==> src/rtl/core/lsr_pkg.sv <==
// Package: shared widths, register codes and payload types of the slope reconstruction block.
package lsr_pkg;

    localparam int VALUE_BITS    = 32;
    localparam int FRACTION_BITS = 16;

    // Slope magnitudes never exceed the largest positive value.
    localparam int MAG_BITS  = VALUE_BITS - 1;
    // Van Albada operands are brought below 2^31 before the products.
    localparam int ALB_BITS  = 31;
    localparam int NRM_BITS  = (MAG_BITS > ALB_BITS) ? MAG_BITS : ALB_BITS;

    // Shared shift-add multiplier.
    localparam int MULX_BITS = (2 * ALB_BITS > VALUE_BITS) ? 2 * ALB_BITS : VALUE_BITS;
    localparam int MULY_BITS = (ALB_BITS + 2 > VALUE_BITS) ? ALB_BITS + 2 : VALUE_BITS;
    localparam int PROD_BITS = MULX_BITS + MULY_BITS;

    // Shared restoring divider.
    localparam int DIVN_BITS = (2 * VALUE_BITS > 3 * ALB_BITS + 1) ? 2 * VALUE_BITS
                                                                  : 3 * ALB_BITS + 1;
    localparam int DIVD_BITS = (VALUE_BITS > 2 * ALB_BITS + 1) ? VALUE_BITS : 2 * ALB_BITS + 1;

    localparam logic [MAG_BITS-1:0] SLOPE_MAX = '1;

    localparam int THETA_BITS = 15;
    localparam int THETA_FRAC = 12;
    localparam logic [THETA_BITS-1:0] THETA_RESET = 15'd4096;

    localparam int MODE_BITS = 2;
    localparam logic [MODE_BITS-1:0] MODE_MINMOD    = 2'd0;
    localparam logic [MODE_BITS-1:0] MODE_KURGANOV  = 2'd1;
    localparam logic [MODE_BITS-1:0] MODE_VAN_LEER  = 2'd2;
    localparam logic [MODE_BITS-1:0] MODE_VAN_ALBADA = 2'd3;

    localparam int CFG_IDX_BITS  = 1;
    localparam int CFG_DATA_BITS = THETA_BITS;
    localparam logic [CFG_IDX_BITS-1:0] CFG_LIMITER_MODE = 1'b0;
    localparam logic [CFG_IDX_BITS-1:0] CFG_THETA_GAIN   = 1'b1;

    localparam int JOBQ_DEPTH_LOG2 = 1;
    localparam int RESQ_DEPTH_LOG2 = 1;

    typedef struct packed {
        logic signed [VALUE_BITS-1:0] cell_value;
        logic signed [VALUE_BITS-1:0] cell_center;
        logic signed [VALUE_BITS-1:0] left_vertex_pos;
        logic signed [VALUE_BITS-1:0] right_vertex_pos;
        logic                         last_cell;
    } t_cell_in;

    typedef struct packed {
        logic signed [VALUE_BITS-1:0] left_vertex_value;
        logic signed [VALUE_BITS-1:0] right_vertex_value;
        logic                         last_result;
    } t_cell_out;

    // One classified cell, with the window it saw.
    typedef struct packed {
        logic [1:0]                   seen;
        logic                         last;
        logic signed [VALUE_BITS-1:0] v;
        logic signed [VALUE_BITS-1:0] x;
        logic signed [VALUE_BITS-1:0] pl;
        logic signed [VALUE_BITS-1:0] pr;
        logic signed [VALUE_BITS-1:0] nv;
        logic signed [VALUE_BITS-1:0] nx;
        logic signed [VALUE_BITS-1:0] npl;
        logic signed [VALUE_BITS-1:0] npr;
        logic signed [VALUE_BITS-1:0] ov;
        logic signed [VALUE_BITS-1:0] ox;
    } t_job;

    typedef struct packed {
        logic                neg;
        logic [MAG_BITS-1:0] mag;
    } t_smag;

endpackage

==> src/rtl/core/lsr_fifo.sv <==
// Small show-ahead queue built from registers.
module lsr_fifo #(
    parameter int WIDTH      = 8,
    parameter int DEPTH_LOG2 = 1
) (
    input  logic             i_clk,
    input  logic             i_rst_n,
    input  logic             i_push,
    input  logic [WIDTH-1:0] i_data,
    output logic             o_full,
    input  logic             i_pop,
    output logic [WIDTH-1:0] o_data,
    output logic             o_empty
);
    localparam int DEPTH = 1 << DEPTH_LOG2;

    logic [WIDTH-1:0]      r_mem [DEPTH];
    logic [DEPTH_LOG2-1:0] r_wr;
    logic [DEPTH_LOG2-1:0] r_rd;
    logic [DEPTH_LOG2:0]   r_cnt;
    logic                  do_push;
    logic                  do_pop;

    assign o_full  = (r_cnt == (DEPTH_LOG2 + 1)'(DEPTH));
    assign o_empty = (r_cnt == '0);
    assign do_push = i_push && !o_full;
    assign do_pop  = i_pop && !o_empty;
    assign o_data  = r_mem[r_rd];

    always_ff @(posedge i_clk) begin
        if (!i_rst_n) begin
            r_wr  <= '0;
            r_rd  <= '0;
            r_cnt <= '0;
        end else begin
            if (do_push) begin
                r_wr <= r_wr + 1'b1;
            end
            if (do_pop) begin
                r_rd <= r_rd + 1'b1;
            end
            if (do_push && !do_pop) begin
                r_cnt <= r_cnt + 1'b1;
            end else if (do_pop && !do_push) begin
                r_cnt <= r_cnt - 1'b1;
            end
        end
    end

    always_ff @(posedge i_clk) begin
        if (do_push) begin
            r_mem[r_wr] <= i_data;
        end
    end

endmodule

==> src/rtl/core/lsr_front.sv <==
// Front end: three-cell window that classifies each cell into a job.
module lsr_front (
    input  logic             i_clk,
    input  logic             i_rst_n,
    input  logic             i_accept,
    input  lsr_pkg::t_cell_in i_cell,
    output lsr_pkg::t_job    o_job,
    output logic             o_job_valid
);
    logic [1:0]                           r_seen;
    logic signed [lsr_pkg::VALUE_BITS-1:0] r_ov, r_ox, r_nv, r_nx, r_npl, r_npr;

    always_comb begin
        o_job.seen = r_seen;
        o_job.last = i_cell.last_cell;
        o_job.v    = i_cell.cell_value;
        o_job.x    = i_cell.cell_center;
        o_job.pl   = i_cell.left_vertex_pos;
        o_job.pr   = i_cell.right_vertex_pos;
        o_job.nv   = r_nv;
        o_job.nx   = r_nx;
        o_job.npl  = r_npl;
        o_job.npr  = r_npr;
        o_job.ov   = r_ov;
        o_job.ox   = r_ox;
    end

    // A first cell that is not also the last gives nothing yet.
    assign o_job_valid = i_accept && (r_seen != 2'd0 || i_cell.last_cell);

    always_ff @(posedge i_clk) begin
        if (!i_rst_n) begin
            r_seen <= 2'd0;
            r_ov   <= '0;
            r_ox   <= '0;
            r_nv   <= '0;
            r_nx   <= '0;
            r_npl  <= '0;
            r_npr  <= '0;
        end else if (i_accept) begin
            if (i_cell.last_cell) begin
                r_seen <= 2'd0;
            end else begin
                r_ov   <= r_nv;
                r_ox   <= r_nx;
                r_nv   <= i_cell.cell_value;
                r_nx   <= i_cell.cell_center;
                r_npl  <= i_cell.left_vertex_pos;
                r_npr  <= i_cell.right_vertex_pos;
                r_seen <= (r_seen == 2'd2) ? 2'd2 : r_seen + 2'd1;
            end
        end
    end

endmodule

==> src/rtl/core/lsr_seqmul.sv <==
// Shift-add multiplier, one multiplier bit per cycle.
module lsr_seqmul (
    input  logic                          i_clk,
    input  logic                          i_rst_n,
    input  logic                          i_start,
    input  logic [lsr_pkg::MULX_BITS-1:0] i_x,
    input  logic [lsr_pkg::MULY_BITS-1:0] i_y,
    output logic                          o_done,
    output logic [lsr_pkg::PROD_BITS-1:0] o_prod
);
    localparam int CW = $clog2(lsr_pkg::MULY_BITS);

    logic                          r_busy;
    logic                          r_done;
    logic [CW-1:0]                 r_cnt;
    logic [lsr_pkg::PROD_BITS-1:0] r_acc;
    logic [lsr_pkg::PROD_BITS-1:0] r_xs;
    logic [lsr_pkg::MULY_BITS-1:0] r_ys;

    assign o_done = r_done;
    assign o_prod = r_acc;

    always_ff @(posedge i_clk) begin
        if (!i_rst_n) begin
            r_busy <= 1'b0;
            r_done <= 1'b0;
            r_cnt  <= '0;
        end else begin
            r_done <= 1'b0;
            if (i_start) begin
                r_busy <= 1'b1;
                r_cnt  <= '0;
            end else if (r_busy) begin
                r_cnt <= r_cnt + 1'b1;
                if (r_cnt == CW'(lsr_pkg::MULY_BITS - 1)) begin
                    r_busy <= 1'b0;
                    r_done <= 1'b1;
                end
            end
        end
    end

    always_ff @(posedge i_clk) begin
        if (i_start) begin
            r_acc <= '0;
            r_xs  <= lsr_pkg::PROD_BITS'(i_x);
            r_ys  <= i_y;
        end else if (r_busy) begin
            if (r_ys[0]) begin
                r_acc <= r_acc + r_xs;
            end
            r_xs <= r_xs << 1;
            r_ys <= r_ys >> 1;
        end
    end

endmodule

==> src/rtl/core/lsr_seqdiv.sv <==
// Restoring divider, one quotient bit per cycle.
module lsr_seqdiv (
    input  logic                          i_clk,
    input  logic                          i_rst_n,
    input  logic                          i_start,
    input  logic [lsr_pkg::DIVN_BITS-1:0] i_dividend,
    input  logic [lsr_pkg::DIVD_BITS-1:0] i_divisor,
    output logic                          o_done,
    output logic [lsr_pkg::DIVN_BITS-1:0] o_quot
);
    localparam int NB = lsr_pkg::DIVN_BITS;
    localparam int DB = lsr_pkg::DIVD_BITS;
    localparam int CW = $clog2(NB);

    logic          r_busy;
    logic          r_done;
    logic [CW-1:0] r_cnt;
    logic [NB-1:0] r_quo;
    logic [DB:0]   r_rem;
    logic [DB-1:0] r_den;
    logic [DB:0]   rem_sh;
    logic          take;

    assign rem_sh = {r_rem[DB-1:0], r_quo[NB-1]};
    assign take   = (rem_sh >= {1'b0, r_den});
    assign o_done = r_done;
    assign o_quot = r_quo;

    always_ff @(posedge i_clk) begin
        if (!i_rst_n) begin
            r_busy <= 1'b0;
            r_done <= 1'b0;
            r_cnt  <= '0;
        end else begin
            r_done <= 1'b0;
            if (i_start) begin
                r_busy <= 1'b1;
                r_cnt  <= '0;
            end else if (r_busy) begin
                r_cnt <= r_cnt + 1'b1;
                if (r_cnt == CW'(NB - 1)) begin
                    r_busy <= 1'b0;
                    r_done <= 1'b1;
                end
            end
        end
    end

    always_ff @(posedge i_clk) begin
        if (i_start) begin
            r_quo <= i_dividend;
            r_rem <= '0;
            r_den <= i_divisor;
        end else if (r_busy) begin
            r_quo <= {r_quo[NB-2:0], take};
            r_rem <= take ? rem_sh - {1'b0, r_den} : rem_sh;
        end
    end

endmodule

==> src/rtl/core/lsr_back.sv <==
// Back end: slopes, limiter and vertex values through a shared multiplier and divider.
module lsr_back #(
    parameter int FRACTION_BITS = lsr_pkg::FRACTION_BITS
) (
    input  logic                           i_clk,
    input  logic                           i_rst_n,
    input  logic [lsr_pkg::MODE_BITS-1:0]  i_mode,
    input  logic [lsr_pkg::THETA_BITS-1:0] i_theta,
    input  lsr_pkg::t_job                  i_job,
    input  logic                           i_job_empty,
    output logic                           o_job_pop,
    output lsr_pkg::t_cell_out             o_res,
    output logic                           o_res_push,
    input  logic                           i_res_full
);
    localparam int VB   = lsr_pkg::VALUE_BITS;
    localparam int MB   = lsr_pkg::MAG_BITS;
    localparam int AB   = lsr_pkg::ALB_BITS;
    localparam int NRB  = lsr_pkg::NRM_BITS;
    localparam int PB   = lsr_pkg::PROD_BITS;
    localparam int SATB = (lsr_pkg::DIVN_BITS > PB) ? lsr_pkg::DIVN_BITS : PB;
    localparam int KW   = $clog2(NRB + 1);

    localparam logic [3:0] ST_IDLE   = 4'd0;
    localparam logic [3:0] ST_SL_GO  = 4'd1;
    localparam logic [3:0] ST_SL_WT  = 4'd2;
    localparam logic [3:0] ST_LIM    = 4'd3;
    localparam logic [3:0] ST_KG_WT  = 4'd4;
    localparam logic [3:0] ST_VL_MW  = 4'd5;
    localparam logic [3:0] ST_VL_DW  = 4'd6;
    localparam logic [3:0] ST_VA_NRM = 4'd7;
    localparam logic [3:0] ST_VA_M1  = 4'd8;
    localparam logic [3:0] ST_VA_M2  = 4'd9;
    localparam logic [3:0] ST_VA_M3  = 4'd10;
    localparam logic [3:0] ST_VA_M4  = 4'd11;
    localparam logic [3:0] ST_VA_DW  = 4'd12;
    localparam logic [3:0] ST_VX_GO  = 4'd13;
    localparam logic [3:0] ST_VX_WT  = 4'd14;
    localparam logic [3:0] ST_PUSH   = 4'd15;

    localparam logic [1:0] SEL_B = 2'd0;
    localparam logic [1:0] SEL_A = 2'd1;
    localparam logic [1:0] SEL_C = 2'd2;

    localparam logic signed [VB:0] VMAX_E = {2'b00, {(VB - 1){1'b1}}};
    localparam logic signed [VB:0] VMIN_E = {2'b11, {(VB - 1){1'b0}}};

    typedef struct packed {
        logic          neg;
        logic [VB-1:0] mag;
    } t_diff;

    function automatic t_diff diff_of(input logic signed [VB-1:0] p,
                                      input logic signed [VB-1:0] q);
        logic signed [VB:0] d;
        t_diff r;
        d     = {p[VB-1], p} - {q[VB-1], q};
        r.neg = d[VB];
        r.mag = d[VB] ? VB'(-d) : d[VB-1:0];
        return r;
    endfunction

    function automatic lsr_pkg::t_smag mk_sat(input logic neg, input logic [SATB-1:0] m);
        lsr_pkg::t_smag r;
        r.mag = (m > SATB'(lsr_pkg::SLOPE_MAX)) ? lsr_pkg::SLOPE_MAX : m[MB-1:0];
        r.neg = neg && (r.mag != '0);
        return r;
    endfunction

    logic [3:0]         r_state;
    logic [1:0]         r_sel;
    lsr_pkg::t_job      r_job;
    lsr_pkg::t_smag     r_a, r_b, r_c, r_phi;
    logic [NRB-1:0]     r_na, r_nb;
    logic [KW-1:0]      r_k;
    logic [PB-1:0]      r_pa, r_sq;
    logic               r_emit, r_side;
    logic signed [VB-1:0] r_lv, r_rv;

    // shared units
    logic                          mul_start, mul_done;
    logic [lsr_pkg::MULX_BITS-1:0] mul_x;
    logic [lsr_pkg::MULY_BITS-1:0] mul_y;
    logic [PB-1:0]                 mul_prod;
    logic                          div_start, div_done;
    logic [lsr_pkg::DIVN_BITS-1:0] div_n, div_q;
    logic [lsr_pkg::DIVD_BITS-1:0] div_d;

    // slope operands
    logic signed [VB-1:0] q1, q0, x1, x0;
    t_diff                sl_dq, sl_dx;
    lsr_pkg::t_smag       sl_val;

    // limiter
    lsr_pkg::t_smag  mm_val, zero_s, kg_val, vl_val, va_val;
    logic            same_nz, kg_ok;
    logic [MB-1:0]   ab_min;
    logic [PB-1:0]   kg_t;
    logic signed [AB+1:0] va_s;
    logic [AB+1:0]   va_sabs;
    logic            va_neg;
    logic [SATB-1:0] va_lim, va_q;

    // vertex
    logic                 use2;
    logic signed [VB-1:0] qc, ctr, pos;
    t_diff                vx_dx;
    logic [PB-1:0]        vx_t;
    logic                 vx_neg, vx_over;
    logic signed [VB:0]   qce, vx_room, vx_sum;
    logic signed [VB-1:0] vx_val;

    lsr_seqmul u_mul (
        .i_clk   (i_clk),
        .i_rst_n (i_rst_n),
        .i_start (mul_start),
        .i_x     (mul_x),
        .i_y     (mul_y),
        .o_done  (mul_done),
        .o_prod  (mul_prod)
    );

    lsr_seqdiv u_div (
        .i_clk      (i_clk),
        .i_rst_n    (i_rst_n),
        .i_start    (div_start),
        .i_dividend (div_n),
        .i_divisor  (div_d),
        .o_done     (div_done),
        .o_quot     (div_q)
    );

    always_comb begin
        case (r_sel)
            SEL_A: begin
                q1 = r_job.nv; q0 = r_job.ov; x1 = r_job.nx; x0 = r_job.ox;
            end
            SEL_C: begin
                q1 = r_job.v;  q0 = r_job.ov; x1 = r_job.x;  x0 = r_job.ox;
            end
            default: begin
                q1 = r_job.v;  q0 = r_job.nv; x1 = r_job.x;  x0 = r_job.nx;
            end
        endcase
        sl_dq = diff_of(q1, q0);
        sl_dx = diff_of(x1, x0);
        // Zero cell spacing: flat when the values agree, else steepest slope.
        if (sl_dx.mag == '0) begin
            sl_val = mk_sat(sl_dq.neg, (sl_dq.mag == '0) ? '0 : SATB'(lsr_pkg::SLOPE_MAX));
        end else begin
            sl_val = mk_sat(sl_dq.neg != sl_dx.neg, SATB'(div_q));
        end
    end

    always_comb begin
        zero_s  = '0;
        same_nz = (r_a.mag != '0) && (r_b.mag != '0) && (r_a.neg == r_b.neg);
        kg_ok   = same_nz && ((r_c.mag == '0) || (r_c.neg == r_a.neg));
        ab_min  = (r_a.mag <= r_b.mag) ? r_a.mag : r_b.mag;
        // minmod: opposite signs flatten, a tie keeps the left slope
        if ((r_a.mag != '0) && (r_b.mag != '0) && (r_a.neg != r_b.neg)) begin
            mm_val = zero_s;
        end else begin
            mm_val = (r_a.mag <= r_b.mag) ? r_a : r_b;
        end
        kg_t = mul_prod >> lsr_pkg::THETA_FRAC;
        kg_val.neg = r_a.neg;
        kg_val.mag = (kg_t > PB'(r_c.mag)) ? r_c.mag : kg_t[MB-1:0];
        vl_val  = mk_sat(r_a.neg, SATB'(div_q));
        va_s    = (r_a.neg ? -$signed({2'b00, r_na[AB-1:0]}) : $signed({2'b00, r_na[AB-1:0]}))
                + (r_b.neg ? -$signed({2'b00, r_nb[AB-1:0]}) : $signed({2'b00, r_nb[AB-1:0]}));
        va_sabs = va_s[AB+1] ? (AB + 2)'(-va_s) : va_s;
        va_neg  = (r_a.neg != r_b.neg) != va_s[AB+1];
        va_lim  = SATB'(lsr_pkg::SLOPE_MAX) >> r_k;
        va_q    = (SATB'(div_q) > va_lim) ? SATB'(lsr_pkg::SLOPE_MAX) : (SATB'(div_q) << r_k);
        va_val  = mk_sat(va_neg, va_q);
    end

    always_comb begin
        use2    = r_emit || (r_job.seen == 2'd0);
        qc      = use2 ? r_job.v : r_job.nv;
        ctr     = use2 ? r_job.x : r_job.nx;
        if (r_side) begin
            pos = use2 ? r_job.pr : r_job.npr;
        end else begin
            pos = use2 ? r_job.pl : r_job.npl;
        end
        vx_dx   = diff_of(pos, ctr);
        vx_t    = mul_prod >> FRACTION_BITS;
        vx_neg  = r_phi.neg != vx_dx.neg;
        qce     = {qc[VB-1], qc};
        vx_room = vx_neg ? qce - VMIN_E : VMAX_E - qce;
        vx_over = vx_t > PB'(vx_room);
        vx_sum  = vx_neg ? qce - $signed({1'b0, vx_t[VB-1:0]})
                         : qce + $signed({1'b0, vx_t[VB-1:0]});
        if (vx_over) begin
            vx_val = vx_neg ? VMIN_E[VB-1:0] : VMAX_E[VB-1:0];
        end else begin
            vx_val = vx_sum[VB-1:0];
        end
    end

    // unit launches
    always_comb begin
        mul_start = 1'b0;
        mul_x     = '0;
        mul_y     = '0;
        div_start = 1'b0;
        div_n     = '0;
        div_d     = '0;
        case (r_state)
            ST_SL_GO: begin
                div_start = (sl_dx.mag != '0);
                div_n     = lsr_pkg::DIVN_BITS'(sl_dq.mag) << FRACTION_BITS;
                div_d     = lsr_pkg::DIVD_BITS'(sl_dx.mag);
            end
            ST_LIM: begin
                if (i_mode == lsr_pkg::MODE_KURGANOV) begin
                    mul_start = kg_ok;
                    mul_x     = lsr_pkg::MULX_BITS'(ab_min);
                    mul_y     = lsr_pkg::MULY_BITS'(i_theta);
                end else if (i_mode == lsr_pkg::MODE_VAN_LEER) begin
                    mul_start = same_nz;
                    mul_x     = lsr_pkg::MULX_BITS'(r_a.mag);
                    mul_y     = lsr_pkg::MULY_BITS'(r_b.mag);
                end
            end
            ST_VL_MW: begin
                div_start = mul_done;
                div_n     = lsr_pkg::DIVN_BITS'(mul_prod) << 1;
                div_d     = lsr_pkg::DIVD_BITS'(r_a.mag) + lsr_pkg::DIVD_BITS'(r_b.mag);
            end
            ST_VA_NRM: begin
                mul_start = ((r_na | r_nb) >> AB) == '0 && ((r_na | r_nb) != '0);
                mul_x     = lsr_pkg::MULX_BITS'(r_na);
                mul_y     = lsr_pkg::MULY_BITS'(r_nb);
            end
            ST_VA_M1: begin
                mul_start = mul_done;
                mul_x     = lsr_pkg::MULX_BITS'(mul_prod);
                mul_y     = lsr_pkg::MULY_BITS'(va_sabs);
            end
            ST_VA_M2: begin
                mul_start = mul_done;
                mul_x     = lsr_pkg::MULX_BITS'(r_na);
                mul_y     = lsr_pkg::MULY_BITS'(r_na);
            end
            ST_VA_M3: begin
                mul_start = mul_done;
                mul_x     = lsr_pkg::MULX_BITS'(r_nb);
                mul_y     = lsr_pkg::MULY_BITS'(r_nb);
            end
            ST_VA_M4: begin
                div_start = mul_done;
                div_n     = lsr_pkg::DIVN_BITS'(r_pa);
                div_d     = lsr_pkg::DIVD_BITS'(r_sq + mul_prod);
            end
            ST_VX_GO: begin
                mul_start = 1'b1;
                mul_x     = lsr_pkg::MULX_BITS'(r_phi.mag);
                mul_y     = lsr_pkg::MULY_BITS'(vx_dx.mag);
            end
            default: begin
            end
        endcase
    end

    assign o_job_pop  = (r_state == ST_IDLE) && !i_job_empty;
    assign o_res_push = (r_state == ST_PUSH);
    assign o_res.left_vertex_value  = r_lv;
    assign o_res.right_vertex_value = r_rv;
    assign o_res.last_result        = use2;

    always_ff @(posedge i_clk) begin
        if (!i_rst_n) begin
            r_state <= ST_IDLE;
            r_sel   <= SEL_B;
            r_emit  <= 1'b0;
            r_side  <= 1'b0;
        end else begin
            case (r_state)
                ST_IDLE: begin
                    if (!i_job_empty) begin
                        r_emit <= 1'b0;
                        r_side <= 1'b0;
                        r_sel  <= SEL_B;
                        r_state <= (i_job.seen == 2'd0) ? ST_VX_GO : ST_SL_GO;
                    end
                end
                ST_SL_GO, ST_SL_WT: begin
                    if (r_state == ST_SL_GO && sl_dx.mag != '0) begin
                        r_state <= ST_SL_WT;
                    end else if (r_state == ST_SL_GO || div_done) begin
                        case (r_sel)
                            SEL_B: begin
                                if (r_job.seen == 2'd1) begin
                                    r_state <= ST_VX_GO;
                                end else begin
                                    r_sel   <= SEL_A;
                                    r_state <= ST_SL_GO;
                                end
                            end
                            SEL_A: begin
                                if (i_mode == lsr_pkg::MODE_KURGANOV) begin
                                    r_sel   <= SEL_C;
                                    r_state <= ST_SL_GO;
                                end else begin
                                    r_state <= ST_LIM;
                                end
                            end
                            default: begin
                                r_state <= ST_LIM;
                            end
                        endcase
                    end
                end
                ST_LIM: begin
                    case (i_mode)
                        lsr_pkg::MODE_MINMOD: begin
                            r_state <= ST_VX_GO;
                        end
                        lsr_pkg::MODE_KURGANOV: begin
                            r_state <= kg_ok ? ST_KG_WT : ST_VX_GO;
                        end
                        lsr_pkg::MODE_VAN_LEER: begin
                            r_state <= same_nz ? ST_VL_MW : ST_VX_GO;
                        end
                        default: begin
                            r_k     <= '0;
                            r_state <= ST_VA_NRM;
                        end
                    endcase
                end
                ST_KG_WT: begin
                    if (mul_done) begin
                        r_state <= ST_VX_GO;
                    end
                end
                ST_VL_MW: begin
                    if (mul_done) begin
                        r_state <= ST_VL_DW;
                    end
                end
                ST_VL_DW: begin
                    if (div_done) begin
                        r_state <= ST_VX_GO;
                    end
                end
                ST_VA_NRM: begin
                    // Shift both magnitudes until the larger fits the product width.
                    if (((r_na | r_nb) >> AB) != '0) begin
                        r_k <= r_k + 1'b1;
                    end else if ((r_na | r_nb) == '0) begin
                        r_state <= ST_VX_GO;
                    end else begin
                        r_state <= ST_VA_M1;
                    end
                end
                ST_VA_M1: begin
                    if (mul_done) begin
                        r_state <= ST_VA_M2;
                    end
                end
                ST_VA_M2: begin
                    if (mul_done) begin
                        r_state <= ST_VA_M3;
                    end
                end
                ST_VA_M3: begin
                    if (mul_done) begin
                        r_state <= ST_VA_M4;
                    end
                end
                ST_VA_M4: begin
                    if (mul_done) begin
                        r_state <= ST_VA_DW;
                    end
                end
                ST_VA_DW: begin
                    if (div_done) begin
                        r_state <= ST_VX_GO;
                    end
                end
                ST_VX_GO: begin
                    r_state <= ST_VX_WT;
                end
                ST_VX_WT: begin
                    if (mul_done) begin
                        r_side  <= !r_side;
                        r_state <= r_side ? ST_PUSH : ST_VX_GO;
                    end
                end
                ST_PUSH: begin
                    if (!i_res_full) begin
                        if (!r_emit && r_job.seen != 2'd0 && r_job.last) begin
                            r_emit  <= 1'b1;
                            r_state <= ST_VX_GO;
                        end else begin
                            r_state <= ST_IDLE;
                        end
                    end
                end
                default: begin
                    r_state <= ST_IDLE;
                end
            endcase
        end
    end

    // datapath registers
    always_ff @(posedge i_clk) begin
        case (r_state)
            ST_IDLE: begin
                if (!i_job_empty) begin
                    r_job <= i_job;
                    r_phi <= '0;
                end
            end
            ST_SL_GO, ST_SL_WT: begin
                if ((r_state == ST_SL_GO && sl_dx.mag == '0) || (r_state == ST_SL_WT && div_done)) begin
                    case (r_sel)
                        SEL_B: begin
                            r_b   <= sl_val;
                            r_phi <= sl_val;
                        end
                        SEL_A: begin
                            r_a <= sl_val;
                        end
                        default: begin
                            r_c <= sl_val;
                        end
                    endcase
                end
            end
            ST_LIM: begin
                r_na <= NRB'(r_a.mag);
                r_nb <= NRB'(r_b.mag);
                case (i_mode)
                    lsr_pkg::MODE_MINMOD: r_phi <= mm_val;
                    default:              r_phi <= zero_s;
                endcase
            end
            ST_KG_WT: begin
                if (mul_done) begin
                    r_phi <= kg_val;
                end
            end
            ST_VL_DW: begin
                if (div_done) begin
                    r_phi <= vl_val;
                end
            end
            ST_VA_NRM: begin
                if (((r_na | r_nb) >> AB) != '0) begin
                    r_na <= r_na >> 1;
                    r_nb <= r_nb >> 1;
                end
            end
            ST_VA_M2: begin
                if (mul_done) begin
                    r_pa <= mul_prod;
                end
            end
            ST_VA_M3: begin
                if (mul_done) begin
                    r_sq <= mul_prod;
                end
            end
            ST_VA_DW: begin
                if (div_done) begin
                    r_phi <= va_val;
                end
            end
            ST_VX_WT: begin
                if (mul_done) begin
                    if (r_side) begin
                        r_rv <= vx_val;
                    end else begin
                        r_lv <= vx_val;
                    end
                end
            end
            ST_PUSH: begin
                // The last cell of a row reuses the one-sided slope.
                if (!i_res_full && !r_emit && r_job.seen != 2'd0 && r_job.last) begin
                    r_phi <= r_b;
                end
            end
            default: begin
            end
        endcase
    end

endmodule

==> src/rtl/core/limited_slope_reconstruction_1d.sv <==
// Top level: limited-slope (MUSCL) vertex reconstruction of a stream of 1D cells.
//
// Input channel: write a cell on i_cell with push while full is low; one transfer per
// edge where push is high and full is low. Result channel: while empty is low the
// oldest result sits on o_result; pop takes it on an edge where pop is high.
// Results run one cell behind: the first cell of a row gives nothing, each later cell
// gives the previous cell's vertex values, and the last cell gives two results (the
// last one marked by last_result). A single-cell row gives one flat result.
// Configuration: i_cfg_we writes register i_cfg_idx (0 limiter mode, 1 theta gain)
// at the edge; write only while no cell is in flight.
// The back end takes one cell at a time, the least work for a single-cell row and the
// most for the last cell of a row under van Albada. The cost is set by the shared
// bit-serial divider (used for each slope and quotient) and the shift-add multiplier
// (two products per result). Van Albada is the slowest mode.
// A two-entry job queue lets the window accept cells while the back end works.
// Stall: when the result queue fills, the back end holds its result and the job
// queue fills up behind it, which raises full.
// Reset (synchronous, i_rst_n low) empties both queues, restarts the row and
// restores limiter mode 0 and theta gain 1.0.
module limited_slope_reconstruction_1d #(
    parameter int FRACTION_BITS = lsr_pkg::FRACTION_BITS
) (
    input  logic                              i_clk,
    input  logic                              i_rst_n,
    input  logic                              push,
    output logic                              full,
    input  lsr_pkg::t_cell_in                 i_cell,
    input  logic                              pop,
    output logic                              empty,
    output lsr_pkg::t_cell_out                o_result,
    input  logic                              i_cfg_we,
    input  logic [lsr_pkg::CFG_IDX_BITS-1:0]  i_cfg_idx,
    input  logic [lsr_pkg::CFG_DATA_BITS-1:0] i_cfg_data
);
    logic [lsr_pkg::MODE_BITS-1:0]  r_limiter_mode;
    logic [lsr_pkg::THETA_BITS-1:0] r_theta_gain;

    logic               accept;
    lsr_pkg::t_job      job_in, job_out;
    logic               job_valid, job_empty, job_pop;
    lsr_pkg::t_cell_out res_in;
    logic               res_push, res_full;

    assign accept = push && !full;

    always_ff @(posedge i_clk) begin
        if (!i_rst_n) begin
            r_limiter_mode <= lsr_pkg::MODE_MINMOD;
            r_theta_gain   <= lsr_pkg::THETA_RESET;
        end else if (i_cfg_we) begin
            case (i_cfg_idx)
                lsr_pkg::CFG_LIMITER_MODE: r_limiter_mode <= i_cfg_data[lsr_pkg::MODE_BITS-1:0];
                lsr_pkg::CFG_THETA_GAIN:   r_theta_gain   <= i_cfg_data;
                default: begin
                end
            endcase
        end
    end

    // Classify the cell against the window.
    lsr_front u_front (
        .i_clk       (i_clk),
        .i_rst_n     (i_rst_n),
        .i_accept    (accept),
        .i_cell      (i_cell),
        .o_job       (job_in),
        .o_job_valid (job_valid)
    );

    // Hold jobs so the window keeps taking cells.
    lsr_fifo #(
        .WIDTH      ($bits(lsr_pkg::t_job)),
        .DEPTH_LOG2 (lsr_pkg::JOBQ_DEPTH_LOG2)
    ) u_jobq (
        .i_clk   (i_clk),
        .i_rst_n (i_rst_n),
        .i_push  (job_valid),
        .i_data  (job_in),
        .o_full  (full),
        .i_pop   (job_pop),
        .o_data  (job_out),
        .o_empty (job_empty)
    );

    lsr_back #(
        .FRACTION_BITS (FRACTION_BITS)
    ) u_back (
        .i_clk       (i_clk),
        .i_rst_n     (i_rst_n),
        .i_mode      (r_limiter_mode),
        .i_theta     (r_theta_gain),
        .i_job       (job_out),
        .i_job_empty (job_empty),
        .o_job_pop   (job_pop),
        .o_res       (res_in),
        .o_res_push  (res_push),
        .i_res_full  (res_full)
    );

    // Results wait here until popped.
    lsr_fifo #(
        .WIDTH      ($bits(lsr_pkg::t_cell_out)),
        .DEPTH_LOG2 (lsr_pkg::RESQ_DEPTH_LOG2)
    ) u_resq (
        .i_clk   (i_clk),
        .i_rst_n (i_rst_n),
        .i_push  (res_push),
        .i_data  (res_in),
        .o_full  (res_full),
        .i_pop   (pop),
        .o_data  (o_result),
        .o_empty (empty)
    );

endmodule

==> config.mk <==
export PLATFORM = sky130hd
export DESIGN_NAME = limited_slope_reconstruction_1d
export DESIGN_NICKNAME = d
export VERILOG_FILES = /design/src/rtl/core/lsr_pkg.sv /design/src/rtl/core/lsr_fifo.sv /design/src/rtl/core/lsr_front.sv /design/src/rtl/core/lsr_seqmul.sv /design/src/rtl/core/lsr_seqdiv.sv /design/src/rtl/core/lsr_back.sv /design/src/rtl/core/limited_slope_reconstruction_1d.sv
export SDC_FILE = /design/constraint.sdc
export NUM_CORES = 2
export LEC_CHECK = 0
export BUFFER_PORTS_ARGS = -buffer_cell sky130_fd_sc_hd__buf_2
export CAP_MARGIN = 20
export CORE_UTILIZATION = 40
export DETAILED_ROUTE_END_ITERATION = 7
export HOLD_SLACK_MARGIN = 0.12
export PLACE_DENSITY = 0.64
export SETUP_SLACK_MARGIN = 0.02
export SLEW_MARGIN = 30
export SYNTH_ARGS = -nofsm -noshare
export SYNTH_HDL_FRONTEND = slang
export SYNTH_SLANG_ARGS = --single-unit
==> constraint.sdc <==
create_clock -name i_clk -period 22.8 [get_ports i_clk]
set_clock_uncertainty 0.2 [all_clocks]
set_input_delay 4.56 -clock i_clk [delete_from_list [all_inputs] [get_ports i_clk]]
set_output_delay 4.56 -clock i_clk [all_outputs]
set_load 0.02 [all_outputs]
==> impl_results.md <==
- Setup TNS: 0 ns
- Hold depth: 0
- Detailed-route DRC error count: 1
- Std cell rows: 197
- Final Setup Violations: 0
- Final Hold Viols: 0
- Delay-heaviest family, CP: compound AO/OA/AOI/OAI gates
- Normalized max-slew margin: 20.2%
- PostCTS Resize Cnt: 0
- Sequential share of the synthesized area: 53.1%
- Syn Area/Cell: 11.2 um^2
- Post-synth top flop: edfxtp_1
- Width of the die: 541 um
- Worst EP arrival: 11.69 ns
- Origin of the critical flop-to-flop path: u_back.r_job[322]
- Period utilization: 49.4%
- Critical path class: reg2reg
- Synth Area in Compound Gates: 15.4%
- DRT iter0 DRCs: 8954
- Initial antenna violation count: 27
- Leakage: 46.3 nW
- Pre-Repair DR Iteration Count: 8
- Worst path bufs/invs: 5
- Sequential share of power: 29.9%
- Gate power share: 49.7%
- Pin count of the biggest net entering global routing: 208
- Post-synthesis xor/xnor area fraction: 4.51%
- Fmax: 88.8 MHz
- Die ar.: 292000 um^2
- Grt total ovfl: 0
- CTS Buf Count: 234
- Port buffer count: 216
- Depth of the most critical reg-to-reg path: 36
- Psw: 8.29 mW
- Slowest-stage cell, CP: clkinv_2
- Final Wtd Congestion: 0.982
- Clock tree root buffer cell: clkbuf_16
- Yosys warns: 0
- Setup Buffers After CTS: 0
- EDFF count, synth: 1762
- Reg-to-reg slack, setup: 11.54 ns
- Min cycle time layout: 11.27 ns
- Worst VDD drop: 0.122 mV
- Post-DRT Antenna Nets: 0
- Worst Max-Slew Pin Slew: 1.20 ns
- Final core occ: 44.9%
- Post-CTS Hold Buffers: 0
- Slew Limit Fails: 0
- Switching part of the total: 42.7%
- Avg Vias per Cell: 5.89
- Main combinational cell family by area after synthesis: compound AO/OA/AOI/OAI gates
- Die Ht: 541 um
- Ys async rst share: 0%
- WL/cell: 24.0 um
- Routed via count: 84900
- Net Count, Synth: 11000
- Clk buf depth: 4
- Crit start category: register
- H-tree depth: 4
- Hold Crit Class: reg2reg
- Fraction of the mapped netlist area in adder cells: 5.75%
- Wirelength, routed: 346000 um
- Num ports: 217
- Clock sinks: 2199
- Gate Count Post-Synth: 10400
- Required time worst endpoint: 23.23 ns
- Reg2reg end: u_back.r_lv[31]
- Netlist cell types: 105
- Status: finished with violations
- Total track usage: 22.9%
- Crit. End Element: register
- Mux cell area share after synthesis: 7.23%
- Power Density: 150 nW/um^2
- Total power: 19.4 mW
- Post-Synth Simple-Gate Area: 11.2%
- Worst skew pair latency: 0.94 ns
- Nets: 11100
- Min Hold Slack: 0.245 ns
- Vias in the first global route: 81700
- Fill cells: 26400
- Share of cells above drive strength 1: 13.9%
- Clock power share: 20.4%
- Cell Int Power: 11.1 mW
- Synthesis-stage register bit count: 2199
- Hold Startpoint: u_back.r_rv[2]
- Max Cap Viol: 0
- Hold Path Sink: u_resq.r_mem[0][3]
- CP Max Fanout: 57
- Post-DP HPWL: 243000 um
- Max incr delay on CP: 0.76 ns
- First-pass GRT wire length: 517000 um
- Initial Util: 40.2%
- Failing checks: design-rule violations
- Core box area: 288000 um^2
- Area growth, synth to finish: 11.6%
- CTS tree: done
- Synthesized area: 116000 um^2
- RSZ-0062 raised after global routing: no
- Worst-path clk slew: 0.07 ns
[through the flow]
stage	area, um^2	std cells	setup slack [ns]
after floorplan	116000	10400	2.43
after global placement	121000	14000	11.77
after detailed placement	121000	14000	11.65
after CTS	129000	14400	11.47
after global routing	130000	14400	10.78
final	130000	14400	11.54
[flip-flops by register name, summed over array words and instances, names as in the netlist, 33 cells and up, named ones only]
| register | flops |
|---|---|
| u_back.r_job | 323 |
| u_back.r_pa | 94 |
| u_back.r_sq | 63 |
| u_back.u_div.o_quot | 94 |
| u_back.u_div.r_den | 63 |
| u_back.u_div.r_rem | 63 |
| u_back.u_mul.o_prod | 95 |
| u_back.u_mul.r_xs | 95 |
| u_back.u_mul.r_ys | 33 |
| u_jobq.r_mem | 646 |
| u_resq.r_mem | 130 |
[layer usage]
metal,track usage [%],up-vias,routed length (um)
li1,-,39100,-
met1,31.5,41800,151000
met2,36.4,3223,156000
met3,3.84,658,26400
met4,7.54,16,12700
met5,0,-,96
[cells by family after synthesis]
logic type,count (synthesis)
compound gates,2644
xor+xnor,598
fa+ha+maj,528
buf+inv,856
flops,2199
mux,737
simple gates,2807
[final cells by class]
class                           count  area [um^2]  area share (%)
Antenna cell                        7         17.5          0.0135
Clock buffer                      299         6360            4.91
Clock inverter                    142         1670            1.29
Inverter                          303         1150           0.891
Multi-Input combinational cell   7314        51500            39.8
Sequential cell                  2199        61700            47.6
Tap cell                         3781         4730            3.65
Timing Repair Buffer              365         2420            1.87
[worst max-delay path by stage]
stage                      startpoint                 end  cells past startpoint
finish              u_back.r_job[322]     u_back.r_lv[31]                     36
global route        u_back.r_job[322]     u_back.r_lv[31]                     36
CTS                 u_back.r_job[322]     u_back.r_lv[31]                     36
detailed placement  u_back.r_job[322]     u_back.r_lv[31]                     36
global placement    u_back.r_job[322]     u_back.r_lv[31]                     36
floorplan                        push  u_jobq.r_mem[0][0]                      3
[cell usage after synthesis, types with 177 or more instances]
cell         n  area share, %
dfxtp_1    437            7.5
a21oi_1    751            3.2
nand2_1   1099            3.6
ha_1       519            5.6
xnor2_1    401            3.0
inv_1      302           0.98
mux2i_1    215            1.9
xor2_1     197            1.5
o21ai_0    361            1.6
edfxtp_1  1762             46
mux2_2     489            4.7
nor2_1     663            2.1
clkbuf_1   466            1.5
a21o_1     240            1.6
nor3_1     177           0.76
[cells in the final DEF, fill, tap and decap left out, types with 130 or more instances in the layout]
cell,netlist,layout
xnor2_1,401,397
ha_1,519,517
a22oi_1,159,159
o21a_1,152,152
nand2_1,1099,1092
nor3_1,177,173
mux2_2,489,489
a21oi_1,751,749
nor2_1,663,653
buf_2,31,216
xor2_1,197,193
o21ai_0,361,357
mux2i_1,215,214
inv_1,302,298
dfxtp_1,437,432
buf_4,7,132
nand3_1,170,168
a21o_1,240,240
o31ai_1,131,130
clkbuf_16,0,236
edfxtp_1,1762,1762
[worst register-to-register path, delay by kind of cell, from the launching register on]
kind / cells / cell delay (ns)
multiplexers: 1 / 0.41
buffers and inverters: 5 / 2.39
adder cells (fa/ha/maj): 2 / 0.67
flip-flops: 1 / 0.38
XOR/XNOR: 3 / 0.53
AO/OA/AOI/OAI: 18 / 4.74
AND/OR/NAND/NOR: 7 / 1.63
[power groups by stage]
| stage | Sequential, mW | Combinational (mW) | Clock (mW) |
|---|---|---|---|
| floorplan | 5.82 | 6.54 | 0 |
| finish | 5.80 | 9.63 | 3.96 |
| global placement | 5.85 | 9.27 | 0 |
| CTS | 5.79 | 9.44 | 4.03 |
| global route | 5.85 | 10.4 | 4.18 |
| detailed placement | 5.87 | 9.38 | 0 |
(Power assumes the default switching activity.)
